[src/rtl/alf_pkg.sv]
package alf_pkg;

  localparam int SAMPLE_W    = 16;
  localparam int SKIP_W      = 16;
  localparam int REQ_W       = 2;
  localparam int POS_W       = 32;
  localparam int STEP_W      = 16;
  localparam int CFG_IDX_W   = 2;
  localparam int CFG_DATA_W  = 32;

  localparam int BLOCK_SHIFT = 9;                    // 512 positions per gain block
  localparam int FRAC_BITS   = 14;
  localparam int KW          = POS_W - BLOCK_SHIFT;  // block index width
  localparam int QW          = KW + FRAC_BITS;       // divider dividend width
  localparam int GW          = FRAC_BITS + 1;        // gain width
  localparam int SHIFT_W     = 4;
  localparam int DEEP_SHIFT  = 15;
  localparam int CNT_W       = $clog2(QW + 1);

  localparam logic [GW-1:0] UNITY_GAIN = GW'(1) << FRAC_BITS;

  localparam logic [REQ_W-1:0] REQ_SAMPLE  = 2'd0;
  localparam logic [REQ_W-1:0] REQ_SKIP    = 2'd1;
  localparam logic [REQ_W-1:0] REQ_RESTART = 2'd2;

  localparam logic [CFG_IDX_W-1:0] CFG_ENABLE = 2'd0;
  localparam logic [CFG_IDX_W-1:0] CFG_START  = 2'd1;
  localparam logic [CFG_IDX_W-1:0] CFG_STEP   = 2'd2;

  localparam logic [POS_W-1:0]  START_RST = 32'd15876000;
  localparam logic [STEP_W-1:0] STEP_RST  = 16'd215;

  typedef struct packed {
    logic accept;
    logic div_start;
    logic div_step;
    logic gain_load;
    logic out_load;
  } alf_cmd_t;

  typedef struct packed {
    logic fade;
    logic hit;
    logic div_last;
    logic out_free;
  } alf_sts_t;

endpackage

[src/rtl/alf_in_if.sv]
interface alf_in_if;
  logic                                valid;
  logic                                ready;
  logic [alf_pkg::REQ_W-1:0]           req_type;
  logic signed [alf_pkg::SAMPLE_W-1:0] sample_in;
  logic [alf_pkg::SKIP_W-1:0]          skip_count;

  modport source (output valid, req_type, sample_in, skip_count, input ready);
  modport sink (input valid, req_type, sample_in, skip_count, output ready);
endinterface

[src/rtl/alf_out_if.sv]
interface alf_out_if;
  logic                                valid;
  logic                                ready;
  logic signed [alf_pkg::SAMPLE_W-1:0] sample_out;

  modport source (output valid, sample_out, input ready);
  modport sink (input valid, sample_out, output ready);
endinterface

[src/rtl/audio_log_fade_out.sv]
// Sample word: goes to the output register once that is free, if the gain block is
// cached or no fade applies. A new gain block first runs a 37-step restoring divider
// plus gain load. Skip and restart words end on accept; one word is in work at a time.
// The output register frees the input side while a result waits.
// Reset: position 0, no cached gain, enable 1, start 15876000, step 215.
module audio_log_fade_out (
  input  logic                                clk_i,
  input  logic                                rst_ni,
  alf_in_if.sink                              in_if,
  alf_out_if.source                           out_if,
  input  logic                                cfg_we_i,
  input  logic [alf_pkg::CFG_IDX_W-1:0]       cfg_idx_i,
  input  logic [alf_pkg::CFG_DATA_W-1:0]      cfg_data_i
);
  import alf_pkg::*;

  alf_cmd_t cmd;
  alf_sts_t sts;

  alf_ctrl u_ctrl (
    .clk_i       (clk_i),
    .rst_ni      (rst_ni),
    .in_valid_i  (in_if.valid),
    .in_sample_i (in_if.req_type == REQ_SAMPLE),
    .in_ready_o  (in_if.ready),
    .sts_i       (sts),
    .cmd_o       (cmd)
  );

  alf_dp u_dp (
    .clk_i        (clk_i),
    .rst_ni       (rst_ni),
    .cmd_i        (cmd),
    .sts_o        (sts),
    .req_type_i   (in_if.req_type),
    .sample_in_i  (in_if.sample_in),
    .skip_count_i (in_if.skip_count),
    .cfg_we_i     (cfg_we_i),
    .cfg_idx_i    (cfg_idx_i),
    .cfg_data_i   (cfg_data_i),
    .out_valid_o  (out_if.valid),
    .out_ready_i  (out_if.ready),
    .sample_out_o (out_if.sample_out)
  );

endmodule

[src/rtl/alf_ctrl.sv]
module alf_ctrl (
  input  logic              clk_i,
  input  logic              rst_ni,
  input  logic              in_valid_i,
  input  logic              in_sample_i,
  output logic              in_ready_o,
  input  alf_pkg::alf_sts_t sts_i,
  output alf_pkg::alf_cmd_t cmd_o
);
  import alf_pkg::*;

  localparam logic [1:0] S_IDLE  = 2'd0;
  localparam logic [1:0] S_CHECK = 2'd1;
  localparam logic [1:0] S_DIV   = 2'd2;
  localparam logic [1:0] S_GAIN  = 2'd3;

  logic [1:0] state_q, state_d;

  always_comb begin
    state_d    = state_q;
    cmd_o      = '0;
    in_ready_o = 1'b0;
    unique case (state_q)
      S_IDLE: begin
        in_ready_o = 1'b1;
        if (in_valid_i) begin
          cmd_o.accept = 1'b1;
          if (in_sample_i) begin
            state_d = S_CHECK;
          end
        end
      end
      S_CHECK: begin
        if (!sts_i.fade || sts_i.hit) begin
          if (sts_i.out_free) begin
            cmd_o.out_load = 1'b1;
            state_d        = S_IDLE;
          end
        end else begin
          cmd_o.div_start = 1'b1;
          state_d         = S_DIV;
        end
      end
      S_DIV: begin
        cmd_o.div_step = 1'b1;
        if (sts_i.div_last) begin
          state_d = S_GAIN;
        end
      end
      S_GAIN: begin
        cmd_o.gain_load = 1'b1;
        state_d         = S_CHECK;
      end
      default: state_d = S_IDLE;
    endcase
  end

  always_ff @(posedge clk_i or negedge rst_ni) begin
    if (!rst_ni) begin
      state_q <= S_IDLE;
    end else begin
      state_q <= state_d;
    end
  end

endmodule

[src/rtl/alf_dp.sv]
module alf_dp (
  input  logic                                 clk_i,
  input  logic                                 rst_ni,
  input  alf_pkg::alf_cmd_t                    cmd_i,
  output alf_pkg::alf_sts_t                    sts_o,
  input  logic [alf_pkg::REQ_W-1:0]            req_type_i,
  input  logic signed [alf_pkg::SAMPLE_W-1:0]  sample_in_i,
  input  logic [alf_pkg::SKIP_W-1:0]           skip_count_i,
  input  logic                                 cfg_we_i,
  input  logic [alf_pkg::CFG_IDX_W-1:0]        cfg_idx_i,
  input  logic [alf_pkg::CFG_DATA_W-1:0]       cfg_data_i,
  output logic                                 out_valid_o,
  input  logic                                 out_ready_i,
  output logic signed [alf_pkg::SAMPLE_W-1:0]  sample_out_o
);
  import alf_pkg::*;

  // configuration
  logic              en_q;
  logic [POS_W-1:0]  start_q;
  logic [STEP_W-1:0] step_q;
  logic [STEP_W-1:0] step_eff;

  // position and accepted sample
  logic [POS_W-1:0]           pos_q;
  logic [POS_W-1:0]           diff;
  logic signed [SAMPLE_W-1:0] smp_q;
  logic                       fade_q;
  logic [KW-1:0]              k_q;

  // cached gain
  logic          gvalid_q;
  logic [KW-1:0] gk_q;
  logic [GW-1:0] gain_q, gain_d;

  // divider: {k, 0^FRAC} / step gives s in the upper bits and f in the lower
  logic [QW-1:0]     q_q;
  logic [STEP_W-1:0] rem_q;
  logic [CNT_W-1:0]  cnt_q;
  logic [STEP_W:0]   rem_sh;
  logic              ge;

  logic [KW-1:0]        shift_s;
  logic [FRAC_BITS-1:0] frac_f;
  logic [GW-1:0]        g_lin;

  logic [GW-1:0]                  gain_sel;
  logic signed [SAMPLE_W+GW:0]    prod;
  logic                           out_valid_q;
  logic signed [SAMPLE_W-1:0]     out_q;

  assign step_eff = (step_q == '0) ? STEP_W'(1) : step_q;
  assign diff     = pos_q - start_q;

  always_ff @(posedge clk_i or negedge rst_ni) begin
    if (!rst_ni) begin
      en_q     <= 1'b1;
      start_q  <= START_RST;
      step_q   <= STEP_RST;
      pos_q    <= '0;
      gvalid_q <= 1'b0;
    end else begin
      if (cfg_we_i) begin
        unique case (cfg_idx_i)
          CFG_ENABLE: begin
            en_q     <= cfg_data_i[0];
            gvalid_q <= 1'b0;
          end
          CFG_START: begin
            start_q  <= cfg_data_i[POS_W-1:0];
            gvalid_q <= 1'b0;
          end
          CFG_STEP: begin
            step_q   <= cfg_data_i[STEP_W-1:0];
            gvalid_q <= 1'b0;
          end
          default: ;
        endcase
      end
      if (cmd_i.accept) begin
        unique case (req_type_i)
          REQ_SAMPLE:  pos_q <= pos_q + POS_W'(1);
          REQ_SKIP:    pos_q <= pos_q + POS_W'(skip_count_i);
          REQ_RESTART: begin
            pos_q    <= '0;
            gvalid_q <= 1'b0;
          end
          default: ;
        endcase
      end
      if (cmd_i.gain_load) begin
        gvalid_q <= 1'b1;
      end
    end
  end

  always_ff @(posedge clk_i) begin
    if (cmd_i.accept && req_type_i == REQ_SAMPLE) begin
      smp_q  <= sample_in_i;
      fade_q <= en_q && (pos_q > start_q);
      k_q    <= diff[POS_W-1:BLOCK_SHIFT];
    end
    if (cmd_i.gain_load) begin
      gk_q   <= k_q;
      gain_q <= gain_d;
    end
  end

  // one restoring divide step per cycle
  assign rem_sh = {rem_q, q_q[QW-1]};
  assign ge     = rem_sh >= {1'b0, step_eff};

  always_ff @(posedge clk_i or negedge rst_ni) begin
    if (!rst_ni) begin
      cnt_q <= '0;
    end else if (cmd_i.div_start) begin
      cnt_q <= '0;
    end else if (cmd_i.div_step) begin
      cnt_q <= cnt_q + CNT_W'(1);
    end
  end

  always_ff @(posedge clk_i) begin
    if (cmd_i.div_start) begin
      q_q   <= {k_q, FRAC_BITS'(0)};
      rem_q <= '0;
    end else if (cmd_i.div_step) begin
      q_q   <= {q_q[QW-2:0], ge};
      rem_q <= ge ? STEP_W'(rem_sh - {1'b0, step_eff}) : rem_sh[STEP_W-1:0];
    end
  end

  assign shift_s = q_q[QW-1:FRAC_BITS];
  assign frac_f  = q_q[FRAC_BITS-1:0];
  assign g_lin   = (UNITY_GAIN - GW'(frac_f)) + GW'(frac_f >> 1);
  assign gain_d  = (shift_s >= KW'(DEEP_SHIFT)) ? '0 : (g_lin >> shift_s[SHIFT_W-1:0]);

  // apply gain; arithmetic shift rounds toward minus infinity
  assign gain_sel = fade_q ? gain_q : UNITY_GAIN;
  assign prod     = smp_q * $signed({1'b0, gain_sel});

  always_ff @(posedge clk_i or negedge rst_ni) begin
    if (!rst_ni) begin
      out_valid_q <= 1'b0;
    end else if (cmd_i.out_load) begin
      out_valid_q <= 1'b1;
    end else if (out_ready_i) begin
      out_valid_q <= 1'b0;
    end
  end

  always_ff @(posedge clk_i) begin
    if (cmd_i.out_load) begin
      out_q <= prod[FRAC_BITS+SAMPLE_W-1:FRAC_BITS];
    end
  end

  assign out_valid_o  = out_valid_q;
  assign sample_out_o = out_q;

  assign sts_o.fade     = fade_q;
  assign sts_o.hit      = gvalid_q && (gk_q == k_q);
  assign sts_o.div_last = (cnt_q == CNT_W'(QW - 1));
  assign sts_o.out_free = !out_valid_q || out_ready_i;

endmodule

[src/flat_wrapper.sv]
// flat-port wrapper written by rule: the top's interface ports become plain ports
module audio_log_fade_out_flat import alf_pkg::*;
  (clk_i, rst_ni, cfg_we_i, cfg_idx_i, cfg_data_i, in_if_valid, in_if_req_type, in_if_sample_in, in_if_skip_count, in_if_ready, out_if_valid, out_if_sample_out, out_if_ready);
  alf_in_if in_if_i ();
  alf_out_if out_if_i ();
  input  logic clk_i;
  input  logic rst_ni;
  input  logic cfg_we_i;
  input  logic [alf_pkg::CFG_IDX_W-1:0] cfg_idx_i;
  input  logic [alf_pkg::CFG_DATA_W-1:0] cfg_data_i;
  input wire logic [$bits(in_if_i.valid)-1:0] in_if_valid;
  input wire logic [$bits(in_if_i.req_type)-1:0] in_if_req_type;
  input wire logic [$bits(in_if_i.sample_in)-1:0] in_if_sample_in;
  input wire logic [$bits(in_if_i.skip_count)-1:0] in_if_skip_count;
  output wire logic [$bits(in_if_i.ready)-1:0] in_if_ready;
  output wire logic [$bits(out_if_i.valid)-1:0] out_if_valid;
  output wire logic [$bits(out_if_i.sample_out)-1:0] out_if_sample_out;
  input wire logic [$bits(out_if_i.ready)-1:0] out_if_ready;
  assign in_if_i.valid = in_if_valid;
  assign in_if_i.req_type = in_if_req_type;
  assign in_if_i.sample_in = in_if_sample_in;
  assign in_if_i.skip_count = in_if_skip_count;
  assign in_if_ready = in_if_i.ready;
  assign out_if_valid = out_if_i.valid;
  assign out_if_sample_out = out_if_i.sample_out;
  assign out_if_i.ready = out_if_ready;
  audio_log_fade_out u_core (.clk_i(clk_i), .rst_ni(rst_ni), .in_if(in_if_i), .out_if(out_if_i), .cfg_we_i(cfg_we_i), .cfg_idx_i(cfg_idx_i), .cfg_data_i(cfg_data_i));
endmodule
[config.mk]
export PLATFORM = sky130hd
export DESIGN_NAME = audio_log_fade_out_flat
export DESIGN_NICKNAME = d
export VERILOG_FILES = /design/src/rtl/alf_pkg.sv /design/src/rtl/alf_in_if.sv /design/src/rtl/alf_out_if.sv /design/src/rtl/audio_log_fade_out.sv /design/src/rtl/alf_ctrl.sv /design/src/rtl/alf_dp.sv /design/src/flat_wrapper.sv
export SDC_FILE = /design/constraint.sdc
export NUM_CORES = 1
export LEC_CHECK = 0
export BUFFER_PORTS_ARGS = -buffer_cell sky130_fd_sc_hd__buf_2
export CELL_PAD_IN_SITES_DETAIL_PLACEMENT = 1
export CELL_PAD_IN_SITES_GLOBAL_PLACEMENT = 2
export CORE_ASPECT_RATIO = 0.6
export CORE_MARGIN = 2
export CORE_UTILIZATION = 38
export DETAILED_ROUTE_END_ITERATION = 10
export PLACE_DENSITY = 0.81
export SLEW_MARGIN = 20
export SYNTH_ARGS = -nofsm -noshare
export SYNTH_HDL_FRONTEND = slang
export SYNTH_HIERARCHICAL = 1
export SYNTH_SLANG_ARGS = --single-unit
export TNS_END_PERCENT = 1
[constraint.sdc]
create_clock -name clk_i -period 6.6 [get_ports clk_i]
set_input_delay 0.33 -clock clk_i [delete_from_list [all_inputs] [get_ports clk_i]]
set_output_delay 0.33 -clock clk_i [all_outputs]
set_load 0.02 [all_outputs]
==> metrics.yaml <==
synthesis:
  synth_area_leaders: "fa_1, edfxtp_1, ha_1"
  async_flop_share: 0.382
  synth_area_leader_cell: "fa_1"
  ys_ff_latch: 238
  synth_common_cells: "inv_1, fa_1, nand2_1"
  syn_nets: 2677
  synth_edf_count: 117
  ys.flop_type: "edfxtp_1"
  synth_area_sq_um: 21900
  synth_cell_types: 82
  synth_top_area_share: 0.215
  synth-seq-area-share: 0.292
  synth_cells: 2209
  post-synth-top-count-cell: "inv_1"
  avgSynthCellArea_sq_um: 9.93
  yosys_warnings: 6
clocking:
  cts_tree: "yes"
  clockRootBuffer: "clkbuf_16"
  clkSinkCount: 238
  clk_pin_slew_ns: 0.06
  cts_buffers: 27
  insertion_delay_ns: 0.57
  cts_buffer_depth: 3
  cts.htree.levels: 1
timing:
  finalSetupViolations: 3
  maxSlewViolCount: 0
  hold_viol: 0
  fin_skew_ns: 0.0245
  period_minus_slack_ns: 6.67
  max_freq_ghz: 0.150
  setup_ws_ns: -0.0658
  rsz0062_at_grt: "true"
  fin_crit_sh: 1.01
  worst_slew_pin_slew_ns: 1.06
  max_slew_margin: 0.295
  timing.setup.tns_ns: -0.0895
power:
  p_per_area_nw_per_um2: 394
  p_sw_mw: 4.32
  clkPwrFrac: 0.148
  switching_share: 0.434
  ir_drop_uv: 347
  internal_power_mw: 5.63
  pwr-share-seq: 0.240
  leakage_nw: 11.7
  comb_power_share: 0.613
global_routing:
  grt_pass1_vias: 17850
  grt_max_degree: 65
  antenna_found_initial: 1
  grt_usage: 0.211
  grt_pass1_wl_mm: 99.9
  grt_overflow: 0
drt:
  drtIter0Drc: 934
  dr.pass1.iters: 5
  post_drt_wl_per_cell_um: 19.2
  routed_via_density: 5.15
  vias: 16336
  totalWireLength_mm: 60.9
  ant_nets: 0
  route.detailed.drc: 0
worst_setup_path:
  cp_cell_sequence: "buf_6 > and2_4 > buf_12 > nand2_4 > inv_2 > fa_1 > inv_1 > fa_1 > inv_1 > fa_1 > fa_2 > fa_1 > fa_1 > ha_4 > o21ai_1 > nor2_1 > o22a_1 > o31a_4 > a311o_2 > nand2_2 > o21ai_2 > a21oi_2 > o21bai_1 > xnor2_1"
  cp_top_family: "adder cells"
  cp.depth: 24
  r2r_cells: 24
  worst-path-max-fanout: 8
  required_ns: 6.91
  slowest_stage: "fa_1"
  start_kind: "flip-flop"
  crit_top_cell: "fa_1"
  critPathArrivalTime_ns: 6.97
  slowest_delay_ns: 0.57
  path_buf_inv: 5
  worst-setup-path-type: "flip-flop to flip-flop"
  cp-end-kind: "flip-flop"
final_layout:
  num-fill-cells: 6445
  final_nets: 2849
  layout-drive-gt1-share: 0.160
  syn_to_final_growth_pct: 15.0
  final_area_sq_um: 25200
  fin_util: 0.441
floorplanning:
  die_h_um: 190
  core_sq_um: 57300
  num_io_pins: 91
  die-area_sq_um: 59700
  dieWidth_um: 314
  initial_core_util: 0.383
  num_rows: 68
placement:
  place_congestion: 0.868
  hpwl_mm: 48.3
  port-buffer-count: 90
  preCtsSetupSlack_ns: -0.298
  postPlaceCellArea_sq_um: 23800
status:
  status: "finished with violations"
  violations: "setup timing"
job:
  maxCapViolations: 0
hold_path:
  worst_hold_path_type: "input pin to flip-flop"
  hold_path_depth: 2
[area by class of cell]
cell class	count	area (sq um)	area share
multi-input combinational	1528	14000	0.555
sequential	238	6420	0.254
timing repair buffer	230	1660	0.0656
inverter	356	1340	0.0530
tap	770	963	0.0382
clock buffer	36	758	0.0300
clock inverter	14	85.1	0.00337
antenna	1	2.50	0.0000992
[registers in the layout (all words and copies together) (netlist names)]
| register | cells |
|---|---|
| u_core/u_dp/smp_q | 16 |
| u_core/u_ctrl/state_q | 2 |
| u_core/u_dp/rem_q | 16 |
| u_core/u_dp/out_valid_o | 1 |
| u_core/u_dp/q_q | 37 |
| u_core/u_dp/pos_q | 32 |
| u_core/u_dp/sample_out_o | 16 |
| u_core/u_dp/cnt_q | 6 |
| u_core/u_dp/en_q | 1 |
| u_core/u_dp/k_q | 23 |
| u_core/u_dp/gvalid_q | 1 |
| u_core/u_dp/fade_q | 1 |
| u_core/u_dp/start_q | 32 |
| u_core/u_dp/gain_q | 15 |
| u_core/u_dp/step_q | 16 |
| u_core/u_dp/gk_q | 23 |
[cell usage in the layout, fill, tap and decap left out, drive strengths merged, types with 17 or more instances in the layout]
master       Yosys  routed
a21o            19      19
mux2            54      54
and2            43      43
nand3           23      23
nor3            44      44
ha             159     159
fa             236     236
mux2i           42      42
nor2           122     122
inv            356     358
dlygate4sd3      0      32
dfstp           20      20
a21oi           62      62
a211oi          26      26
clkbuf          80      36
xnor2           78      78
nand4           19      19
edfxtp         117     117
dfrtp           71      71
nand2          204     204
o21ai           76      76
and3           106     106
o21a            20      20
nor2b           17      17
xor2            38      38
buf              7     198
dfxtp           30      30
[final timing paths]
path / from / slack [ns] / endpoint
worst min-delay path: cfg_data_i[4] / 0.04 / u_core/u_dp/start_q[4]$_DFFE_PN0P_
worst max-delay path: u_core/u_dp/fade_q$_DFFE_PP_ / -0.07 / u_core/u_dp/sample_out_o[15]$_DFFE_PP_
min in group asynchronous: rst_ni / 0.31 / u_core/u_dp/pos_q[7]$_DFFE_PN0P_
max in group asynchronous: rst_ni / 5.25 / u_core/u_ctrl/state_q[1]$_DFFE_PN0P_
worst min register to register: u_core/u_dp/rem_q[7]$_SDFFE_PP0P_ / 0.50 / u_core/u_dp/rem_q[7]$_SDFFE_PP0P_
worst max register to register: u_core/u_dp/fade_q$_DFFE_PP_ / -0.07 / u_core/u_dp/sample_out_o[15]$_DFFE_PP_
[power by group through the flow]
stage | sequential [mW] | clock (mW) | combinational (mW)
floorplan | 2.34 | 0 | 4.17
global placement | 2.39 | 0 | 5.59
detailed placement | 2.41 | 0 | 5.85
CTS | 2.38 | 1.51 | 5.96
global route | 2.43 | 1.57 | 6.94
finish | 2.39 | 1.47 | 6.09
[cell families (layout without fill, tap and decap cells)]
group | Yosys count | count (layout) | synth area share
other cells | 0 | 1 | 0
buf+inv | 443 | 636 | 0.0763
xor+xnor | 116 | 116 | 0.0463
fa+ha+maj | 395 | 395 | 0.306
flops | 238 | 238 | 0.292
compound gates | 274 | 274 | 0.0849
mux | 97 | 97 | 0.0479
simple gates | 646 | 646 | 0.146
[worst reg2reg max path: cells and delay by family (launching register included)]
kind | cells | cell delay (ns)
AOI/OAI and AO/OA | 7 | 1.59
xor gates and xnor gates | 1 | 0.13
adders and majority gates | 7 | 3.34
buffers and inverters | 5 | 0.50
DFF | 1 | 0.48
and+or+nand+nor | 4 | 0.39
[timing repair]
| item | 4_1_cts | 5_1_grt |
|---|---|---|
| gates resized for setup | 8 | 45 |
| hold buffers | 32 | 0 |
| gates cloned | 0 | 1 |
| setup buffers | 3 | 9 |
| pin swaps | 8 | 29 |
| setup endpoints to repair | 7 | 8 |
| endpoints found under the hold margin | 62 | 0 |
[metrics by stage]
stage / std cells / power (mW) / hold slack, ns
finish: 3173 / 9.95 / 0.0356
global route: 3173 / 10.9 / 0.0197
CTS: 3162 / 9.86 / 0.00244
detailed placement: 3077 / 8.26 / 0.382
global placement: 3077 / 7.98 / 0.371
floorplan: 2209 / 6.51 / 0.0344
[layer usage]
layer | track usage | wire length [um]
met5 | 0 | 0
met4 | 0.0361 | 1050
met3 | 0.0282 | 2630
met2 | 0.317 | 25900
met1 | 0.325 | 31400
No activity file was read; power rests on OpenSTA's default activity.
